--- src/hdl/jpeg_scan_bit_reader_defines.svh ---
// ----------------------------------------------------------------------------
// jpeg_scan_bit_reader_defines.svh
// Assertion macros used by the bit reader core (jsbr_core).
// ----------------------------------------------------------------------------
`ifndef JPEG_SCAN_BIT_READER_DEFINES_SVH
`define JPEG_SCAN_BIT_READER_DEFINES_SVH

// same-cycle implication, clocked on clk, off while rst_n is low
`define JSBR_ASSERT_IMPL(label, ante, cons) \
  label: assert property (@(posedge clk) disable iff (!rst_n) (ante) |-> (cons)) \
    else $error("jsbr assertion failed");

// next-cycle implication
`define JSBR_ASSERT_NEXT(label, ante, cons) \
  label: assert property (@(posedge clk) disable iff (!rst_n) (ante) |=> (cons)) \
    else $error("jsbr assertion failed");

`endif

--- src/hdl/jsbr_pkg.sv ---
// ----------------------------------------------------------------------------
// jsbr_pkg
// Types and constants of the JPEG scan bit reader.
// ----------------------------------------------------------------------------
`default_nettype none

package jsbr_pkg;

  localparam int BUFFER_BITS    = 32;
  localparam int MAX_FIELD_BITS = 16;
  localparam int BYTE_BITS      = 8;
  localparam int CNT_W          = 6;
  localparam int N_W            = 5;
  localparam int FIELD_IDX_W    = $clog2(MAX_FIELD_BITS);
  localparam int VALUE_W        = 17;

  localparam logic [BYTE_BITS-1:0] STUFF_LEAD = 8'hFF;
  localparam logic [BYTE_BITS-1:0] STUFF_ZERO = 8'h00;

  typedef enum logic {
    REQ_BYTE  = 1'b0,
    REQ_FIELD = 1'b1
  } req_t;

  typedef enum logic [1:0] {
    ST_OK        = 2'd0,
    ST_UNDERFLOW = 2'd1,
    ST_FULL      = 2'd2,
    ST_MARKER    = 2'd3
  } status_t;

  typedef struct packed {
    req_t                 req_type;
    logic [BYTE_BITS-1:0] data_byte;
    logic [N_W-1:0]       field_bits;
    logic                 signed_mode;
  } in_item_t;

  typedef struct packed {
    status_t                    status;
    logic signed [VALUE_W-1:0]  value;
    logic [CNT_W-1:0]           bits_held;
  } result_t;

endpackage

`default_nettype wire

--- src/hdl/jsbr_core.sv ---
// ----------------------------------------------------------------------------
// jsbr_core
// Bit buffer state and the combinational byte append / field extract logic.
// ----------------------------------------------------------------------------
`default_nettype none

`include "jpeg_scan_bit_reader_defines.svh"

module jsbr_core (
  input  wire logic              clk,
  input  wire logic              rst_n,
  input  wire logic              step,
  input  wire jsbr_pkg::in_item_t item,
  input  wire logic              destuff_en,
  output jsbr_pkg::result_t      result
);

  localparam logic [jsbr_pkg::CNT_W-1:0] FULL_LIMIT =
    jsbr_pkg::CNT_W'(jsbr_pkg::BUFFER_BITS - jsbr_pkg::BYTE_BITS);
  localparam logic [jsbr_pkg::N_W-1:0] MAX_N = jsbr_pkg::N_W'(jsbr_pkg::MAX_FIELD_BITS);

  logic [jsbr_pkg::BUFFER_BITS-1:0] bit_buffer_r, bit_buffer_nxt;
  logic [jsbr_pkg::CNT_W-1:0]       bit_count_r, bit_count_nxt;
  logic                             stuff_pending_r, stuff_pending_nxt;

  logic [jsbr_pkg::N_W-1:0]            n;
  logic [jsbr_pkg::CNT_W-1:0]          rest;
  logic [jsbr_pkg::BUFFER_BITS-1:0]    keep_mask;
  logic [jsbr_pkg::BUFFER_BITS-1:0]    shifted;
  logic [jsbr_pkg::MAX_FIELD_BITS-1:0] field_mask;
  logic [jsbr_pkg::MAX_FIELD_BITS-1:0] raw;
  logic [jsbr_pkg::FIELD_IDX_W-1:0]    sign_idx;
  jsbr_pkg::status_t                   status;
  logic signed [jsbr_pkg::VALUE_W-1:0] value;

  assign n          = (item.field_bits > MAX_N) ? MAX_N : item.field_bits;
  assign rest       = bit_count_r - jsbr_pkg::CNT_W'(n);
  assign keep_mask  = ~({jsbr_pkg::BUFFER_BITS{1'b1}} << rest);
  assign shifted    = bit_buffer_r >> rest;
  assign field_mask = ~({jsbr_pkg::MAX_FIELD_BITS{1'b1}} << n);
  assign raw        = shifted[jsbr_pkg::MAX_FIELD_BITS-1:0] & field_mask;
  assign sign_idx   = jsbr_pkg::FIELD_IDX_W'(n - jsbr_pkg::N_W'(1));

  always_comb begin
    bit_buffer_nxt    = bit_buffer_r;
    bit_count_nxt     = bit_count_r;
    stuff_pending_nxt = stuff_pending_r;
    status            = jsbr_pkg::ST_OK;
    value             = '0;
    unique case (item.req_type)
      jsbr_pkg::REQ_BYTE: begin
        if (destuff_en && stuff_pending_r) begin
          stuff_pending_nxt = 1'b0;
          if (item.data_byte == jsbr_pkg::STUFF_ZERO) begin
            status = jsbr_pkg::ST_OK;
          end else begin
            status = jsbr_pkg::ST_MARKER;
          end
        end else if (bit_count_r > FULL_LIMIT) begin
          stuff_pending_nxt = 1'b0;
          status            = jsbr_pkg::ST_FULL;
        end else begin
          // bits above the count are always zero, so a plain shift suffices
          bit_buffer_nxt    = {bit_buffer_r[jsbr_pkg::BUFFER_BITS-jsbr_pkg::BYTE_BITS-1:0],
                               item.data_byte};
          bit_count_nxt     = bit_count_r + jsbr_pkg::CNT_W'(jsbr_pkg::BYTE_BITS);
          stuff_pending_nxt = destuff_en && (item.data_byte == jsbr_pkg::STUFF_LEAD);
        end
      end
      jsbr_pkg::REQ_FIELD: begin
        if (jsbr_pkg::CNT_W'(n) > bit_count_r) begin
          status = jsbr_pkg::ST_UNDERFLOW;
        end else if (n != '0) begin
          bit_count_nxt  = rest;
          bit_buffer_nxt = bit_buffer_r & keep_mask;
          if (item.signed_mode && !raw[sign_idx]) begin
            value = {1'b0, raw} - {1'b0, field_mask};
          end else begin
            value = {1'b0, raw};
          end
        end
      end
      default: begin
        status = jsbr_pkg::ST_OK;
      end
    endcase
  end

  always_ff @(posedge clk) begin
    if (!rst_n) begin
      bit_buffer_r    <= '0;
      bit_count_r     <= '0;
      stuff_pending_r <= 1'b0;
    end else if (step) begin
      bit_buffer_r    <= bit_buffer_nxt;
      bit_count_r     <= bit_count_nxt;
      stuff_pending_r <= stuff_pending_nxt;
    end
  end

  assign result.status    = status;
  assign result.value     = value;
  assign result.bits_held = bit_count_nxt;

  `JSBR_ASSERT_IMPL(a_count_range, 1'b1,
                    bit_count_r <= jsbr_pkg::CNT_W'(jsbr_pkg::BUFFER_BITS))
  `JSBR_ASSERT_IMPL(a_clean_upper, 1'b1, (bit_buffer_r >> bit_count_r) == '0)
  `JSBR_ASSERT_NEXT(a_underflow_keeps, step && status == jsbr_pkg::ST_UNDERFLOW,
                    $stable(bit_count_r) && $stable(bit_buffer_r))
  `JSBR_ASSERT_NEXT(a_full_keeps, step && status == jsbr_pkg::ST_FULL,
                    $stable(bit_count_r) && !stuff_pending_r)

endmodule

`default_nettype wire

--- src/hdl/jpeg_scan_bit_reader.sv ---
// ----------------------------------------------------------------------------
// jpeg_scan_bit_reader
// MSB-first bit reader for JPEG scan data with 0xFF00 destuffing.
// ----------------------------------------------------------------------------
// Pipeline: an input transaction is captured in the input register, then its
//   result in the result register, which drives out_tvalid.
// Throughput: one transaction per cycle unless out_tready stalls; the bit buffer updates on each step.
// Reset (rst_n low, synchronous): buffer empty, no stuff byte pending,
//   destuffing enabled, both pipeline registers empty.
`default_nettype none

module jpeg_scan_bit_reader (
  input  wire logic        clk,
  input  wire logic        rst_n,
  input  wire logic        in_tvalid,
  output logic             in_tready,
  input  wire logic [15:0] in_tdata,   // data_byte[7:0], field_bits[12:8], signed_mode[13]
  input  wire logic        in_tuser,   // req_type
  output logic             out_tvalid,
  input  wire logic        out_tready,
  output logic [23:0]      out_tdata,  // value[16:0], bits_held[22:17]
  output logic [1:0]       out_tuser,  // status
  input  wire logic        cfg_valid,
  output logic             cfg_ready,
  input  wire logic        cfg_data    // destuff_enable
);

  logic               destuff_r;
  logic               in_valid_r, in_valid_nxt;
  jsbr_pkg::in_item_t in_item_r;
  logic               out_valid_r, out_valid_nxt;
  jsbr_pkg::result_t  out_res_r;
  jsbr_pkg::result_t  core_res;
  logic               adv;
  logic               step;

  assign cfg_ready = 1'b1;
  assign adv       = !out_valid_r || out_tready;
  assign in_tready = !in_valid_r || adv;
  assign step      = in_valid_r && adv;

  assign in_valid_nxt  = in_tready ? in_tvalid : in_valid_r;
  assign out_valid_nxt = adv ? in_valid_r : out_valid_r;

  always_ff @(posedge clk) begin
    if (!rst_n) begin
      destuff_r   <= 1'b1;
      in_valid_r  <= 1'b0;
      out_valid_r <= 1'b0;
    end else begin
      if (cfg_valid) begin
        destuff_r <= cfg_data;
      end
      in_valid_r  <= in_valid_nxt;
      out_valid_r <= out_valid_nxt;
    end
  end

  always_ff @(posedge clk) begin
    if (in_tvalid && in_tready) begin
      in_item_r.req_type    <= jsbr_pkg::req_t'(in_tuser);
      in_item_r.data_byte   <= in_tdata[7:0];
      in_item_r.field_bits  <= in_tdata[12:8];
      in_item_r.signed_mode <= in_tdata[13];
    end
    if (step) begin
      out_res_r <= core_res;
    end
  end

  jsbr_core u_core (
    .clk        (clk),
    .rst_n      (rst_n),
    .step       (step),
    .item       (in_item_r),
    .destuff_en (destuff_r),
    .result     (core_res)
  );

  assign out_tvalid = out_valid_r;
  assign out_tdata  = {1'b0, out_res_r.bits_held, out_res_r.value};
  assign out_tuser  = out_res_r.status;

endmodule

`default_nettype wire
--- config.mk ---
export PLATFORM = sky130hd
export DESIGN_NAME = jpeg_scan_bit_reader
export DESIGN_NICKNAME = d
export VERILOG_FILES = /design/src/hdl/jsbr_pkg.sv /design/src/hdl/jsbr_core.sv /design/src/hdl/jpeg_scan_bit_reader.sv
export VERILOG_INCLUDE_DIRS = /design/src /design/src/hdl
export SDC_FILE = /design/constraint.sdc
export NUM_CORES = 1
export LEC_CHECK = 0
export BUFFER_PORTS_ARGS = -buffer_cell sky130_fd_sc_hd__clkbuf_2
export CAP_MARGIN = 20
export CORE_MARGIN = 4
export CORE_UTILIZATION = 45
export CTS_BUF_LIST = sky130_fd_sc_hd__clkbuf_16
export DETAILED_ROUTE_END_ITERATION = 7
export PLACE_DENSITY = 0.72
export SLEW_MARGIN = 20
export SYNTH_ARGS = -nofsm -noshare
export SYNTH_HDL_FRONTEND = slang
export SYNTH_SLANG_ARGS = --single-unit
--- constraint.sdc ---
create_clock -name clk -period 5.9 [get_ports clk]
set_input_delay 0.885 -clock clk [delete_from_list [all_inputs] [get_ports clk]]
set_output_delay 0.885 -clock clk [all_outputs]
set_load 0.03 [all_outputs]
# After elaboration in Yosys (flattened, before gate mapping)
# Cells that the tools add are included.
[totals]
regBits = 82
[classes]
addsub = 4
n_lt_le_gt_ge = 4
eq_ne = 5
shift = 3
muxes = 21
bitwise_logic = 7
n_reduce_logical = 16
[ops]
columns = ["op", "count"]
rows = [
  ["$mux 32", 4],
  ["$pmux 32 s2", 1],
  ["$and 32x32->32", 1],
  ["$not 32->32", 1],
  ["$shl 32x6->32 const A", 1],
  ["$shr 32x6->16", 1],
  ["$mux 6", 4],
  ["$sub 16x16->17", 1],
  ["$and 16x16->16", 1],
  ["$mux 16", 1],
  ["$not 16->16", 1],
  ["$shl 16x5->16 const A", 1],
  ["$pmux 6 s2", 1],
  ["$eq 8x8->1 const B", 1],
  ["$logic_not 8->1", 1],
  ["$add 6x4->6 const B", 1],
  ["$gt 5x6->1", 1],
  ["$gt 6x5->1 const B", 1],
  ["$mux 2", 3],
  ["$ne 2x2->1 const B", 3],
  ["$sub 6x5->6", 1],
  ["$gt 5x5->1 const B", 1],
  ["$logic_and 1x1->1", 5],
  ["$lt 4x5->1 const B", 1],
  ["other kinds (14)", 22],
]

# Longest topological paths before layout
[logic_depth]
ltp_word = 11
mapped_depth = 19

# Hierarchy
# A second synthesis with hierarchy kept.
[unflattened]
cells_unflattened = 718
area_unflattened_um2 = 6566.3
[by_module_without_submodules]
columns = ["mod", "instances", "cells_per_inst", "area_per_inst_um2", "seq_area_each_um2"]
rows = [
  ["jsbr_core", 1, 662, 5205.0, 780.7],
  ["jpeg_scan_bit_reader", 1, 56, 1361.3, 1261.2],
]

# Least setup slack after synthesis
# OpenSTA, ideal clock, no wires.
[synth_path]
kind = "reg2reg"
from = "register in_item_r[5] (netlist bit)"
to = "register out_res_r (netlist bit out_tdata[13]), data pin"
setup_time_ps = 270
t_arrival_ps = 4627
t_required_ps = 5630
slack_ps = 1003
stages_incl_launch_ff = 18
path_buffers = 6
period_less_slack_ps = 4897
path_cell_list = "edfxtp_1 > clkbuf_1 > clkinv_1 > nand2_1 > fa_1 > buf_2 > buf_2 > buf_2 > clkbuf_1 > mux4_2 > o32a_1 > nand4b_1 > o211ai_1 > or4b_1 > buf_2 > or4_1 > nand3_1 > a21oi_1"
[synth_between]
elab_chain_len = 10
elab_cells_between_ends = 18
classes_between = "add/sub: 3; order compare: 2; shift: 2; mux: 4; bitwise: 3; reduce/logical: 4"
[synth_rtl]
columns = ["item", "line", "rtl"]
rows = [
  ["from (decl)", "jpeg_scan_bit_reader.sv:30", "jsbr_pkg::in_item_t in_item_r;"],
  ["$gt 5x5->1", "jsbr_core.sv:36", "assign n = (item.field_bits > MAX_N) ? MAX_N : item.field_bits;"],
  ["$mux 5 *", "jsbr_core.sv:36", ""],
  ["parallel branches: the longest is 8 deep, another holds $sub 16x16->17", "n/a", ""],
  ["to (signal assigned)", "jpeg_scan_bit_reader.sv:67", "out_res_r <= core_res;"],
  ["to (decl)", "jpeg_scan_bit_reader.sv:32", "jsbr_pkg::result_t out_res_r;"],
]
# Mark *: on every way between the ends. The select of a mux whose other input is x is not followed.
# A chain may end at the register's enable or synchronous reset.

# Final worst setup path
# Ends and elaborated chain as after synthesis.

==> results.py <==
metrics = {
    "floorplan": {
        "rows": 45,
        "die_h_um": 132,
        "pin_count": 52,
        "core_area_um2": 15200,
        "fp.dieW_um": 132,
        "dieArea_um2": 17500,
        "start_util_pct": 45.8,
    },
    "clock_network": {
        "cts_sinks": 82,
        "h-tree-depth": 3,
        "ctsHoldBuffers": 0,
        "cts_resized": 0,
        "root_buffer": "clkbuf_16",
        "cts_setup_buffers": 0,
        "clock_path_buffers": 2,
        "cts_inserted_buffers": 9,
        "tritoncts": "yes",
        "cts.clk_slew.worst_paths_ns": 0.07,
        "worstSkewPairLatency_ns": 0.36,
    },
    "final_layout": {
        "final_core_util_pct": 50.7,
        "drive_gt1_share_pct": 17.9,
        "antenna_cells": 0,
        "fin_nets": 880,
        "layout-area-overhead-vs-synth_pct": 10.7,
        "n_fill_cell": 1463,
    },
    "sta": {
        "fin_tns_setup_ns": 0,
        "hold_viol_final": 0,
        "hold_slack_ns": 0.502,
        "rsz0062_at_grt": "false",
        "period_minus_slack_ns": 5.50,
        "max_slew.worst_pin.slew_ns": 1.07,
        "clock_skew_ns": 0.0215,
        "period_share_pct": 93.3,
        "setup_viol": 0,
        "maxSlewViolCount": 0,
        "fmax_ghz": 0.182,
        "max_slew_margin_pct": 28.4,
    },
    "worst_setup_path": {
        "critPathLaunchType": "flop",
        "critical_path.max_stage_delay_ns": 0.60,
        "required_ns": 5.99,
        "endpoint_kind": "flop",
        "crit_slowest_cell": "nor3_1",
        "critPathKind": "reg -> reg",
        "path_cells": "buf_4, nor3b_2, inv_2, fa_2, and3_1, o21ai_1, nand2_1, nor3_1, a311o_1, o211ai_1, a211oi_2, or4b_1, or4_1, nand3_1, a21oi_1",
        "crit_start": "in_item_r[5]",
        "critPathBufInv": 2,
        "crit_fanout": 15,
        "r2r-start": "in_item_r[5]",
        "crit_arrival_ns": 5.59,
        "critPathTopFamily": "simple AND/OR/NAND/NOR gates",
    },
    "global_routing": {
        "grt_pass1_wl_mm": 35.4,
        "grt_use_met1_pct": 34.3,
        "grt_pass1_vias": 6335,
        "overflow": 0,
        "track_usage_pct": 25.3,
        "grtUsageMet3_pct": 4.92,
        "use_met2_pct": 39.1,
        "grt-busiest-layer": "met2",
        "antenna_found_initial": 0,
        "grt_max_degree": 53,
    },
    "power_and_ir_drop": {
        "power_density_nw_per_um2": 226,
        "leakage_uw": 0.00267,
        "ir_drop_mv": 0.163,
    },
    "synth": {
        "syn_area_per_cell_um2": 8.57,
        "synthesis.area_um2": 6960,
        "synth.net_count": 847,
        "yosysUniqueCellTypes": 89,
        "synth_edf_count": 40,
        "ys_ff_latch": 82,
        "yosysWarningCount": 0,
        "ys_seq_area_share_pct": 29.3,
        "syn_inst": 812,
        "ys_async_sr_fraction_pct": 0,
        "ys.flop_type": "dfxtp_1",
    },
    "drt": {
        "drtPass1Iterations": 8,
        "drt_iter0_drc": 916,
        "viasPerCell": 6.57,
        "antenna_left": 0,
        "drc": 0,
        "wl_per_cell_um": 21.4,
        "vias": 6816,
        "routed_wl_mm": 22.2,
    },
    "status": {
        "status": "complete, no violations",
    },
    "placed_design": {
        "place_hpwl_mm": 16.7,
        "port_buffers": 47,
        "place_congestion": 0.983,
    },
    "min_path": {
        "hold_path_class": "reg -> reg",
        "worstHoldStart": "u_core.stuff_pending_r",
    },
    "flow_run": {
        "maxCapViolations": 0,
    },
}
==> stage by stage <==
| step | total power, µW | std cells | worst slack [ns] | cell area, µm² |
|---|---|---|---|---|
| detailed placement | 1170 | 1021 | 0.535 | 7410 |
| finish | 1740 | 1038 | 0.397 | 7710 |
| CTS | 1730 | 1037 | 0.509 | 7690 |
| floorplan | 1020 | 812 | 1.00 | 6960 |
| global route | 1810 | 1038 | 0.0508 | 7710 |
| global placement | 1170 | 1021 | 0.572 | 7410 |
==> where the power goes <==
group / internal [µW] / switching (µW) / total (µW)
Clock: 310 / 253 / 563
Sequential: 619 / 16.9 / 636
Combinational: 181 / 361 / 542
==> final cells by class <==
type	count	area (µm²)	share of cell area, %
clock buffers	10	250	3.25
clock inverters	6	36.3	0.471
inverters	12	47.5	0.617
multi-input cells	664	4620	60.0
flip-flops and latches	82	2040	26.5
well taps	188	235	3.05
repair buffers	76	473	6.14
==> logic make-up after synthesis <==
logic type	Yosys count	share of synthesized area, %
AND/OR/NAND/NOR	329	23.6
flip-flops	82	29.3
XOR/XNOR	16	2.39
other	2	0.108
AO/OA/AOI/OAI	237	24.9
adder cells (fa/ha/maj)	12	2.26
buffers and inverters	66	4.40
multiplexers	68	13.0
==> worst paths after layout <==
check / endpoint / slack [ns] / depth (start not counted)
worst max-delay path: out_tdata[13] / 0.40 / 15
worst min-delay path: u_core.stuff_pending_r / 0.50 / 2
worst max register to register: out_tdata[13] / 0.40 / 15
worst min register to register: u_core.stuff_pending_r / 0.50 / 2
==> layer usage <==
metal	vias up	share of wire (%)	routed length (µm)
li1	3160	-	-
met1	3248	43	9570
met2	350	44	9860
met3	58	8.6	1910
met4	0	4.0	894
met5	-	0	0
==> cell usage after synthesis (all sizes together), types with 10 or more instances <==
master  number  area (µm²)
xnor2       10         114
edfxtp      40        1200
nand2b      17         106
nand4       10        68.8
a21boi      15         113
nand3       31         155
a22oi       21         158
a21oi       42         210
ha          11         138
mux2        17         191
clkbuf      32         120
nor2        62         233
inv         10        40.0
nand2       98         370
mux2i       35         350
buf         22         139
dfxtp       42         841
nor3        24         120
o21a        10        75.1
mux4        16         360
o21ai       47         235
nor2b       33         216
o211ai      11        82.6
==> flip-flops by register name, indices dropped and copies added, names as in the netlist <==
register,flops
u_core.bit_count_r,6
u_core.bit_buffer_r,32
out_tuser,2
out_tdata,23
destuff_r,1
u_core.stuff_pending_r,1
in_valid_r,1
out_tvalid,1
in_item_r,15
==> cell usage in the layout, fill, tap and decap left out, drive strengths merged, types with 24 or more instances in the layout <==
master	count
nand2	98
edfxtp	40
dfxtp	42
a21oi	42
mux2i	35
o21ai	47
nor2	62
buf	29
nor2b	33
nor3	24
nand3	31
clkbuf	57
==> tightest hold or removal path: stages (launching register included) <==
cell	delay (ns)
dfxtp_1	0.31
o21ai_0	0.06
a21boi_0	0.08
No activity file was read; power rests on OpenSTA's default activity.
